**src/design/tka_pkg.sv**
```systemverilog
`default_nettype none

package tka_pkg;

   localparam int ScoreW = 32;
   localparam int CsrW   = 5;

   typedef logic signed [ScoreW-1:0] score_type;

   // Control that moves from the top level into the ranking list.
   typedef struct packed {
      logic accept;
      logic row_end;
   } list_ctrl_type;

endpackage

`default_nettype wire

```
**src/design/tka_list.sv**
```systemverilog
`default_nettype none

module tka_list
   import tka_pkg::*;
#(
   parameter int KEEP_MAX = 16,
   parameter int ROW_MAX  = 4096,
   localparam int PosW    = $clog2(ROW_MAX),
   localparam int CountW  = $clog2(KEEP_MAX + 1)
) (
   input  wire logic            clock,
   input  wire logic            reset,
   input  wire list_ctrl_type   ctrl,
   input  wire score_type       score,
   output logic     [PosW-1:0]  snap_pos [KEEP_MAX],
   output logic     [CountW-1:0] snap_fill
);

   localparam logic [PosW-1:0]   PosLast  = PosW'(ROW_MAX - 1);
   localparam logic [CountW-1:0] CountMax = CountW'(KEEP_MAX);

   score_type          best_score_ff [KEEP_MAX];
   score_type          best_score_in [KEEP_MAX];
   logic [PosW-1:0]    best_pos_ff   [KEEP_MAX];
   logic [CountW-1:0]  fill_ff;
   logic [CountW-1:0]  fill_in;
   logic [PosW-1:0]    count_ff;
   logic [PosW-1:0]    count_in;
   logic [KEEP_MAX-1:0] above;

   // Kept entries form a descending run, so the entries above the new score are a prefix.
   // A new score ties below nothing: the later position ranks first.
   always_comb begin
      for (int i = 0; i < KEEP_MAX; i++) begin
         above[i] = (CountW'(i) < fill_ff) && (best_score_ff[i] > score);
      end
      for (int i = 0; i < KEEP_MAX; i++) begin
         if (above[i]) begin
            best_score_in[i] = best_score_ff[i];
            snap_pos[i]      = best_pos_ff[i];
         end else if (i == 0) begin
            best_score_in[i] = score;
            snap_pos[i]      = count_ff;
         end else if (above[i-1]) begin
            best_score_in[i] = score;
            snap_pos[i]      = count_ff;
         end else begin
            best_score_in[i] = best_score_ff[i-1];
            snap_pos[i]      = best_pos_ff[i-1];
         end
      end
      fill_in  = (fill_ff < CountMax) ? fill_ff + 1'b1 : fill_ff;
      count_in = (count_ff < PosLast) ? count_ff + 1'b1 : count_ff;
   end

   assign snap_fill = fill_in;

   always_ff @(posedge clock) begin
      if (ctrl.accept) begin
         for (int i = 0; i < KEEP_MAX; i++) begin
            best_score_ff[i] <= best_score_in[i];
            best_pos_ff[i]   <= snap_pos[i];
         end
      end
   end

   always_ff @(posedge clock) begin
      if (reset) begin
         fill_ff  <= '0;
         count_ff <= '0;
      end else if (ctrl.accept) begin
         // clear for the next row once the last element is in
         if (ctrl.row_end) begin
            fill_ff  <= '0;
            count_ff <= '0;
         end else begin
            fill_ff  <= fill_in;
            count_ff <= count_in;
         end
      end
   end

endmodule

`default_nettype wire

```
**src/design/top_k_argsort.sv**
```systemverilog
`default_nettype none

// Channel  Direction  Handshake          Payload
// req      in         req_valid/stall    req_score (s32 Q16.16), req_row_end
// rsp      out        rsp_valid/stall    rsp_position, rsp_run_end
// csr      in         csr_valid/ready    csr_keep_count (5 bits)
//
// One element is ranked per cycle while req_stall is low: the insert into the sorted
// list compares the score against all kept entries combinationally.
// A row end loads the ranked positions into a drain shift register, which emits one
// position per cycle while rsp_stall is low from the next cycle on, so a row yields
// min(keep_count, row length) results, keep_count taken as 1 at 0, KEEP_MAX above it.
// A row-end element stalls until the cycle of the previous row's last position.
// Reset is synchronous; it empties the list and the drain and sets keep_count to 1.
module top_k_argsort
   import tka_pkg::*;
#(
   parameter int KEEP_MAX = 16,
   parameter int ROW_MAX  = 4096,
   localparam int PosW    = $clog2(ROW_MAX)
) (
   input  wire logic              clock,
   input  wire logic              reset,
   input  wire logic              req_valid,
   output logic                   req_stall,
   input  wire logic [ScoreW-1:0] req_score,
   input  wire logic              req_row_end,
   output logic                   rsp_valid,
   input  wire logic              rsp_stall,
   output logic      [PosW-1:0]   rsp_position,
   output logic                   rsp_run_end,
   input  wire logic              csr_valid,
   output logic                   csr_ready,
   input  wire logic [CsrW-1:0]   csr_keep_count
);

   localparam int CountW = $clog2(KEEP_MAX + 1);
   localparam logic [CountW-1:0] CountMax = CountW'(KEEP_MAX);

   logic [CsrW-1:0]    keep_count_ff;
   logic [CountW-1:0]  keep_eff;
   logic [CountW-1:0]  emit_count;
   list_ctrl_type      ctrl;
   logic [PosW-1:0]    snap_pos [KEEP_MAX];
   logic [CountW-1:0]  snap_fill;
   logic [PosW-1:0]    drain_pos_ff [KEEP_MAX];
   logic [CountW-1:0]  remain_ff;
   logic               busy;
   logic               pop;
   logic               last_pop;

   assign csr_ready = 1'b1;

   always_ff @(posedge clock) begin
      if (reset) begin
         keep_count_ff <= CsrW'(1);
      end else if (csr_valid && csr_ready) begin
         keep_count_ff <= csr_keep_count;
      end
   end

   // Zero acts as one; anything past the list depth acts as the depth.
   always_comb begin
      priority if (keep_count_ff == '0) begin
         keep_eff = CountW'(1);
      end else if (32'(keep_count_ff) > 32'(KEEP_MAX)) begin
         keep_eff = CountMax;
      end else begin
         keep_eff = CountW'(keep_count_ff);
      end
      emit_count = (keep_eff < snap_fill) ? keep_eff : snap_fill;
   end

   assign busy      = (remain_ff != '0);
   assign pop       = busy && !rsp_stall;
   assign last_pop  = pop && (remain_ff == CountW'(1));
   assign req_stall = req_row_end && busy && !last_pop;

   assign ctrl.accept  = req_valid && !req_stall;
   assign ctrl.row_end = req_row_end;

   tka_list #(
      .KEEP_MAX (KEEP_MAX),
      .ROW_MAX  (ROW_MAX)
   ) u_list (
      .clock     (clock),
      .reset     (reset),
      .ctrl      (ctrl),
      .score     (score_type'(req_score)),
      .snap_pos  (snap_pos),
      .snap_fill (snap_fill)
   );

   always_ff @(posedge clock) begin
      if (ctrl.accept && ctrl.row_end) begin
         drain_pos_ff <= snap_pos;
      end else if (pop) begin
         // advance the drain by one position
         for (int i = 0; i < KEEP_MAX - 1; i++) begin
            drain_pos_ff[i] <= drain_pos_ff[i+1];
         end
      end
   end

   always_ff @(posedge clock) begin
      if (reset) begin
         remain_ff <= '0;
      end else if (ctrl.accept && ctrl.row_end) begin
         remain_ff <= emit_count;
      end else if (pop) begin
         remain_ff <= remain_ff - 1'b1;
      end
   end

   assign rsp_valid    = busy;
   assign rsp_position = drain_pos_ff[0];
   assign rsp_run_end  = (remain_ff == CountW'(1));

endmodule

`default_nettype wire

```
**config.mk**
```make
export PLATFORM = sky130hd
export DESIGN_NAME = top_k_argsort
export DESIGN_NICKNAME = d
export VERILOG_FILES = /design/src/design/tka_pkg.sv /design/src/design/tka_list.sv /design/src/design/top_k_argsort.sv
export SDC_FILE = /design/constraint.sdc
export NUM_CORES = 2
export LEC_CHECK = 0
export BUFFER_PORTS_ARGS = -buffer_cell sky130_fd_sc_hd__buf_2
export CAP_MARGIN = 20
export CORE_UTILIZATION = 45
export CTS_CLUSTER_SIZE = 16
export DETAILED_ROUTE_END_ITERATION = 16
export HOLD_SLACK_MARGIN = 0.08
export MAX_ROUTING_LAYER = met4
export PLACE_DENSITY = 0.68
export SYNTH_ARGS = -nofsm -noshare
export SYNTH_HDL_FRONTEND = slang
export SYNTH_SLANG_ARGS = --single-unit
```
**constraint.sdc**
```tcl
create_clock -name clock -period 23.9 [get_ports clock]
set_input_delay 1.195 -clock clock [delete_from_list [all_inputs] [get_ports clock]]
set_output_delay 1.195 -clock clock [all_outputs]
set_load 0.02 [all_outputs]
```
Yosys cells after proc, flatten, opt, wreduce, memory -nomap -nowiden
Memories as Yosys holds them, arrays and structs flattened. Index checks and enable logic that the tools add are counted.

Add/sub/neg operators: 3. Order comparisons: 36. Eq/ne operators: 1. Mux-type cells: 75. Reductions and logical operators: 30.

Operators by type and width (number): $mux 32 (31); $gt 32x32->1 (16); $mux 12 (33); $mux 180 (2); $lt 4x5->1 const A (8); $mux 5 (7); $logic_and 1x1->1 (22); $lt 3x5->1 const A (4); $add 12x1->12 const B (1); $lt 12x12->1 const B (1); $lt 1x5->1 const A (2); $lt 2x5->1 const A (2); $add 5x1->5 const B (1); $eq 5x1->1 const B (1); $gt 5x5->1 const B (1); $logic_not 5->1 (1); $lt 5x5->1 (1); $lt 5x5->1 const B (1); $reduce_bool 5->1 (1); $sub 5x1->5 const B (1); $reduce_bool 2->1 (2); $logic_not 1->1 (3); $mux 1 (2); $reduce_and 2->1 (1).

Register bits: 219. Memory bits (writable): 704. Input bits: 43. Output and inout port bits: 16. Logic and storage cells: 167. Memories: 2.

Memories: u_list.best_score_ff (words 16, bits a word 32, read ports 16, clocked after memory_dff 0, wr ports 16, RTL line tka_list.sv:22) `score_type best_score_ff [KEEP_MAX];`; u_list.best_pos_ff (words 16, bits a word 12, read ports 16, clocked after memory_dff 0, wr ports 16, RTL line tka_list.sv:24) `logic [PosW-1:0] best_pos_ff [KEEP_MAX];`.

Longest topological paths before layout
Depth in word-level cells: 9. Depth in mapped cells: 14. Mapped depth without buffers: 11.

Hierarchy
A second synthesis with hierarchy kept.

Cells, all modules: 4826. Area total of the unflattened synthesis: 51499.4 µm².

Modules (own cells, without submodules): tka_list (times used 1, cells each 3946, area an instance 42640.9 µm², sequential area each 21480.6 µm²); top_k_argsort (times used 1, cells each 880, area an instance 8858.5 µm², sequential area each 5965.7 µm²).

Worst setup path after synthesis
No wires, ideal clock.

Path type: input -> register. Start point: input rsp_stall. End point: memory u_list.best_score_ff[0][100] in the netlist's numbering, enable pin. Library setup time: 392 ps. Data arrival time: 8266 ps. Required time: 23508 ps. Slack: 15242 ps. Stages: 6. Path buffers: 1. Cells stage by stage: nor2b_1 -> o21a_1 -> o21ai_2 -> clkinv_1 -> clkbuf_1 -> and2_1.

RTL lines: from (decl) (RTL line top_k_argsort.sv:29) `input wire logic rsp_stall,`; to (decl) (RTL line tka_list.sv:22).

Worst setup path after layout
Start point: register remain_ff[2]. End point: register drain_pos_ff[159] in the netlist's numbering, data pin.

Longest elaborated chain between the ends: 9.

Ends and longest elaborated chain: from (decl) (RTL line top_k_argsort.sv:47) `logic [CountW-1:0] remain_ff;`; from (signal assigned) (RTL line top_k_argsort.sv:109) `remain_ff <= emit_count;`; from (signal assigned) (RTL line top_k_argsort.sv:111) `remain_ff <= remain_ff - 1'b1;`; $reduce_bool 5->1 (RTL line top_k_argsort.sv:74) `assign busy = (remain_ff != '0);`; $logic_and 1x1->1 (RTL line top_k_argsort.sv:75) `assign pop = busy && !rsp_stall;`; $logic_and 1x1->1 (RTL line top_k_argsort.sv:76) `assign last_pop = pop && (remain_ff == CountW'(1));`; $logic_not 1->1 (RTL line top_k_argsort.sv:77) `assign req_stall = req_row_end && busy && !last_pop;`; $logic_and 1x1->1 (*) (RTL line top_k_argsort.sv:77); $logic_not 1->1 (*) (RTL line top_k_argsort.sv:79) `assign ctrl.accept = req_valid && !req_stall;`; $logic_and 1x1->1 (*) (RTL line top_k_argsort.sv:79); $logic_and 1x1->1 (*) (RTL line top_k_argsort.sv:95) `if (ctrl.accept && ctrl.row_end) begin`; $mux 180 (*) (RTL line top_k_argsort.sv:95); to (signal assigned) (RTL line top_k_argsort.sv:96) `drain_pos_ff <= snap_pos;`; to (signal, indexed assignment) (RTL line top_k_argsort.sv:100) `drain_pos_ff[i] <= drain_pos_ff[i+1];`; to (decl) (RTL line top_k_argsort.sv:46) `logic [PosW-1:0] drain_pos_ff [KEEP_MAX];`.

Every way passes the cells marked *; elsewhere a longest branch is shown, timed or not. A chain may end at the register's enable or synchronous reset.

==> report_table.html <==
<table>
<tr><th>Metric</th><th>Value</th></tr>
<tr><th colspan="2">Setup path</th></tr>
<tr><td>Class of the most critical setup path</td><td>flip-flop to flip-flop</td></tr>
<tr><td>Critical Path, Cell by Cell</td><td>nor3_1 &gt; o21a_1 &gt; o21ai_2 &gt; inv_8 &gt; nand2_4 &gt; inv_6 &gt; buf_4 &gt; buf_4 &gt; nand2_1 &gt; o21ai_0</td></tr>
<tr><td>Required time of the critical path</td><td>24.39 ns</td></tr>
<tr><td>Worst-path maximum fanout</td><td>100</td></tr>
<tr><td>R2r endpoint</td><td>drain_pos_ff[159]$_DFFE_PP_</td></tr>
<tr><td>Data arrival at the endpoint of the critical path</td><td>5.87 ns</td></tr>
<tr><td>Kind of launch point of the worst setup path</td><td>flip-flop</td></tr>
<tr><td>Most used cell along the critical path</td><td>sky130_fd_sc_hd__buf_4</td></tr>
<tr><td>Largest stage delay on the critical path</td><td>0.76 ns</td></tr>
<tr><td>Crit end category</td><td>flip-flop</td></tr>
<tr><td>Worst reg2reg path startpoint</td><td>remain_ff[2]$_SDFFE_PP0P_</td></tr>
<tr><td>Depth of the most critical reg-to-reg path</td><td>10</td></tr>
<tr><td>Slowest cell on the critical path</td><td>sky130_fd_sc_hd__buf_4</td></tr>
<tr><td>Worst R2R Setup Slack</td><td>18.51 ns</td></tr>
<tr><th colspan="2">Placement</th></tr>
<tr><td>Post-detailed-placement half-perimeter wirelength</td><td>approximately 73000 um</td></tr>
<tr><td>Global placer's final weighted congestion</td><td>0.843</td></tr>
<tr><td>Port-buffer cells</td><td>57</td></tr>
<tr><td>Placement Setup Slack</td><td>17.93 ns</td></tr>
<tr><th colspan="2">Route</th></tr>
<tr><td>Via total after detailed routing</td><td>35.8k</td></tr>
<tr><td>Total iterations of the first detailed-routing run</td><td>5</td></tr>
<tr><td>Drt initial violations</td><td>2354</td></tr>
<tr><td>Post-DR vias/cell</td><td>5.65</td></tr>
<tr><td>Wire length per cell</td><td>16.7 um</td></tr>
<tr><td>Final Routed Wirelength</td><td>106000 um</td></tr>
<tr><td>Remaining routing DRC violations</td><td>0</td></tr>
<tr><td>Count of antenna-violating nets left after detailed routing</td><td>0</td></tr>
<tr><th colspan="2">Synthesis</th></tr>
<tr><td>Distinct cell type count of the synthesized netlist</td><td>63</td></tr>
<tr><td>Ys Warns</td><td>0</td></tr>
<tr><td>Fraction of the yosys area taken by sequential cells</td><td>0.525</td></tr>
<tr><td>Seq cells post-synth</td><td>923</td></tr>
<tr><td>Count of flip-flops with a built-in enable after synthesis</td><td>between 800 and 900</td></tr>
<tr><td>Count of mapped cells out of synthesis</td><td>4829</td></tr>
<tr><td>Largest area contributor in the netlist</td><td>sky130_fd_sc_hd__edfxtp_1</td></tr>
<tr><td>Yosys top cell area share</td><td>0.515</td></tr>
<tr><td>Dominant synthesized flop cell</td><td>sky130_fd_sc_hd__edfxtp_1</td></tr>
<tr><td>Cells taking the most area after synthesis</td><td>sky130_fd_sc_hd__edfxtp_1 (51%), sky130_fd_sc_hd__ha_1 (12%), sky130_fd_sc_hd__o21ai_0 (6.1%)</td></tr>
<tr><td>Net Count, Synth</td><td>approximately 5.4k</td></tr>
<tr><td>Syn Area/Cell</td><td>~11 um^2</td></tr>
<tr><td>Mapped Area</td><td>approximately 52000 um^2</td></tr>
<tr><td>Async S/R FF share, synth</td><td>0</td></tr>
<tr><th colspan="2">Global routing</th></tr>
<tr><td>Wire length of the first global-routing pass</td><td>174000 um</td></tr>
<tr><td>Global route overflow</td><td>0</td></tr>
<tr><td>Initial antenna violation count</td><td>0</td></tr>
<tr><td>Number of global-route vias before repair</td><td>35.2k</td></tr>
<tr><td>Maximum number of pins on one net before global-route repair</td><td>101</td></tr>
<tr><td>Aggregate global-route resource usage</td><td>0.184</td></tr>
<tr><th colspan="2">Power</th></tr>
<tr><td>P_leak</td><td>0.0229 uW</td></tr>
<tr><td>Power per cell area</td><td>~94 nW/um^2</td></tr>
<tr><td>Final total power</td><td>5310 uW</td></tr>
<tr><td>Peak supply drop</td><td>between 0.00009 and 0.0001 V</td></tr>
<tr><th colspan="2">Timing</th></tr>
<tr><td>Ratio of final minimum period to clock period</td><td>0.225</td></tr>
<tr><td>Number of max-slew violations in the final report</td><td>0</td></tr>
<tr><td>Slew margin rel.</td><td>0.269</td></tr>
<tr><td>Minimum period implied by the final worst setup slack</td><td>roughly 5.4 ns</td></tr>
<tr><td>Crit path setup slack, layout</td><td>between 15 and 20 ns</td></tr>
<tr><td>Upper clock frequency limit</td><td>0.186 GHz</td></tr>
<tr><td>Number of hold violations in the final report</td><td>0</td></tr>
<tr><td>Setup repair after global routing missed its margin</td><td>false</td></tr>
<tr><td>Clock Skews</td><td>0.0232 ns</td></tr>
<tr><td>Actual transition at the worst max-transition pin</td><td>~1.1 ns</td></tr>
<tr><td>Final TNS setup</td><td>0 ns</td></tr>
<tr><td>Setup violations, final</td><td>0</td></tr>
<tr><th colspan="2">Run</th></tr>
<tr><td>Reported max-cap violation count</td><td>0</td></tr>
<tr><th colspan="2">Floorplan</th></tr>
<tr><td>Total die area</td><td>118000 um^2</td></tr>
<tr><td>Die Wd</td><td>343 um</td></tr>
<tr><td>IO Pins</td><td>59</td></tr>
<tr><td>Chip Height</td><td>343 um</td></tr>
<tr><td>Initial core utilization</td><td>0.455</td></tr>
<tr><td>CORE AREA</td><td>115000 um^2</td></tr>
<tr><td>Rows</td><td>124</td></tr>
<tr><th colspan="2">Run status</th></tr>
<tr><td>Result of the run</td><td>finished clean</td></tr>
<tr><th colspan="2">Clocking</th></tr>
<tr><td>Clock Tree Buf Depth</td><td>3</td></tr>
<tr><td>Insertion delay to the later sink of the worst-skew pair</td><td>0.67 ns</td></tr>
<tr><td>CTS tree</td><td>done</td></tr>
<tr><td>Number of buffers inserted to repair setup after CTS</td><td>0</td></tr>
<tr><td>Number of instances resized during post-cts repair</td><td>0</td></tr>
<tr><td>Root Driver</td><td>sky130_fd_sc_hd__clkbuf_16</td></tr>
<tr><td>Hold buffer count at cts</td><td>0</td></tr>
<tr><td>Number of buffers created by CTS</td><td>95</td></tr>
<tr><td>H-tree Lvls</td><td>3</td></tr>
<tr><td>Total clock sinks</td><td>between 900 and 1k</td></tr>
<tr><td>Post-CTS clock slew at the launch and capture registers of the worst setup and hold paths</td><td>0.06 ns</td></tr>
<tr><th colspan="2">Cells and area</th></tr>
<tr><td>Antenna cells</td><td>0</td></tr>
<tr><td>Share of layout cells above drive strength 1</td><td>0.0774</td></tr>
<tr><td>Final standard cell utilization of the core</td><td>0.494</td></tr>
<tr><td>Most common library cell in the layout ignoring fill and taps</td><td>sky130_fd_sc_hd__edfxtp_1</td></tr>
<tr><td># nets final</td><td>5317</td></tr>
<tr><td>Top library cells by usage in the layout, fill and taps aside</td><td>sky130_fd_sc_hd__edfxtp_1 (896), sky130_fd_sc_hd__nand2_1 (806), sky130_fd_sc_hd__o21ai_0 (640)</td></tr>
<tr><td>Number of fillers in the final layout</td><td>9975</td></tr>
<tr><td>Area growth from synthesis to layout</td><td>8.47%</td></tr>
<tr><th colspan="2">Min path</th></tr>
<tr><td>Hold Path Origin</td><td>remain_ff[4]$_SDFFE_PP0P_</td></tr>
<tr><td>Hold Crit Endpoint</td><td>remain_ff[4]$_SDFFE_PP0P_</td></tr>
<tr><td>Cells on Worst Hold Path</td><td>2</td></tr>
<tr><td>Path category of the worst min-delay check</td><td>flip-flop to flip-flop</td></tr>
</table>
how the worst max path moves through the flow:
| stage | endpoint | start | slack, ns | cells after the start |
|---|---|---|---|---|
| after floorplan | u_list.best_score_ff[0][100]$_DFFE_PP_ | rsp_stall | 15.24 | 6 |
| after global placement | drain_pos_ff[177]$_DFFE_PP_ | rsp_stall | 17.97 | 11 |
| after detailed placement | drain_pos_ff[159]$_DFFE_PP_ | rsp_stall | 17.93 | 11 |
| after CTS | drain_pos_ff[169]$_DFFE_PP_ | remain_ff[2]$_SDFFE_PP0P_ | 18.46 | 10 |
| after global routing | drain_pos_ff[179]$_DFFE_PP_ | remain_ff[2]$_SDFFE_PP0P_ | 18.07 | 10 |
| final | drain_pos_ff[159]$_DFFE_PP_ | remain_ff[2]$_SDFFE_PP0P_ | 18.51 | 10 |
metrics by stage:
stage | instance area (um^2) | std cells | hold WS (ns)
4_1_cts | 56700 | 6343 | 0.502
3_5_place_dp | 53800 | 6169 | 0.493
3_3_place_gp | 53800 | 6169 | 0.484
5_1_grt | 56700 | 6343 | 0.535
6_report | 56700 | 6343 | 0.500
2_1_floorplan | 52300 | 4829 | 0.460
routing by layer:
metal | routed length [um] | track usage | vias up
met5 | 0 | - | -
met4 | 2780 | 0.0606 | 0
met3 | 4030 | 0.0201 | 185
met2 | 51500 | 0.308 | 699
met1 | 47400 | 0.232 | 17031
li1 | - | - | 17929
Yosys cell counts, drive strengths merged (15+ instances only):
library cell and number:
nand2 808, clkbuf 189, nand3 59, nand4 87, ha 520, nor2b 22, buf 122, a31oi 17
and2 21, a21oi 385, and4 29, inv 63, a211oi 21, nor4 23, nor2 248, a221oi 32
o21ai 672, mux2i 171, edfxtp 896, o211ai 44, nand2b 15, a2bb2oi 156, mux2 77, dfxtp 27
where the power goes:
part           internal, uW  total, uW  switching, uW  leakage [uW]
clock network           779       1410            628       0.00142
logic                   486       1280            791        0.0126
registers              2410       2620            210       0.00884
logic make-up (layout without fill, tap and decap cells):
kind of cell | Yosys count | after routing | share of synthesized area
compound gates | 1381 | 1381 | 0.153
xor+xnor | 19 | 19 | 0.00318
fa+ha+maj | 520 | 520 | 0.124
buf+inv | 375 | 377 | 0.0310
flops | 923 | 923 | 0.525
mux | 248 | 248 | 0.0499
other cells | 1 | 1 | 0.0000717
simple gates | 1362 | 1362 | 0.114
critical path, delay by kind of cell (launching register included):
| kind | cells | cell delay, ns |
|---|---|---|
| DFF | 1 | 0.34 |
| and+or+nand+nor | 3 | 1.33 |
| buffers and inverters | 4 | 2.62 |
| AOI/OAI and AO/OA | 3 | 0.78 |
state kept, by name, indices dropped and copies added, names as in the netlist:
register              count
drain_pos_ff            180
keep_count_ff             5
remain_ff                 5
rsp_position             12
u_list.best_pos_ff      192
u_list.best_score_ff    512
u_list.count_ff          12
u_list.fill_ff            5
area by class of cell:
class | count | area, um^2 | area share
inverters | 64 | 253 | 0.00446
repair buffers | 139 | 901 | 0.0159
clock buffers | 119 | 2520 | 0.0444
clock inverters | 55 | 378 | 0.00666
flip-flops and latches | 923 | 27400 | 0.484
well taps | 1512 | 1890 | 0.0334
multi-input cells | 3531 | 23300 | 0.411
(Power assumes the default switching activity.)
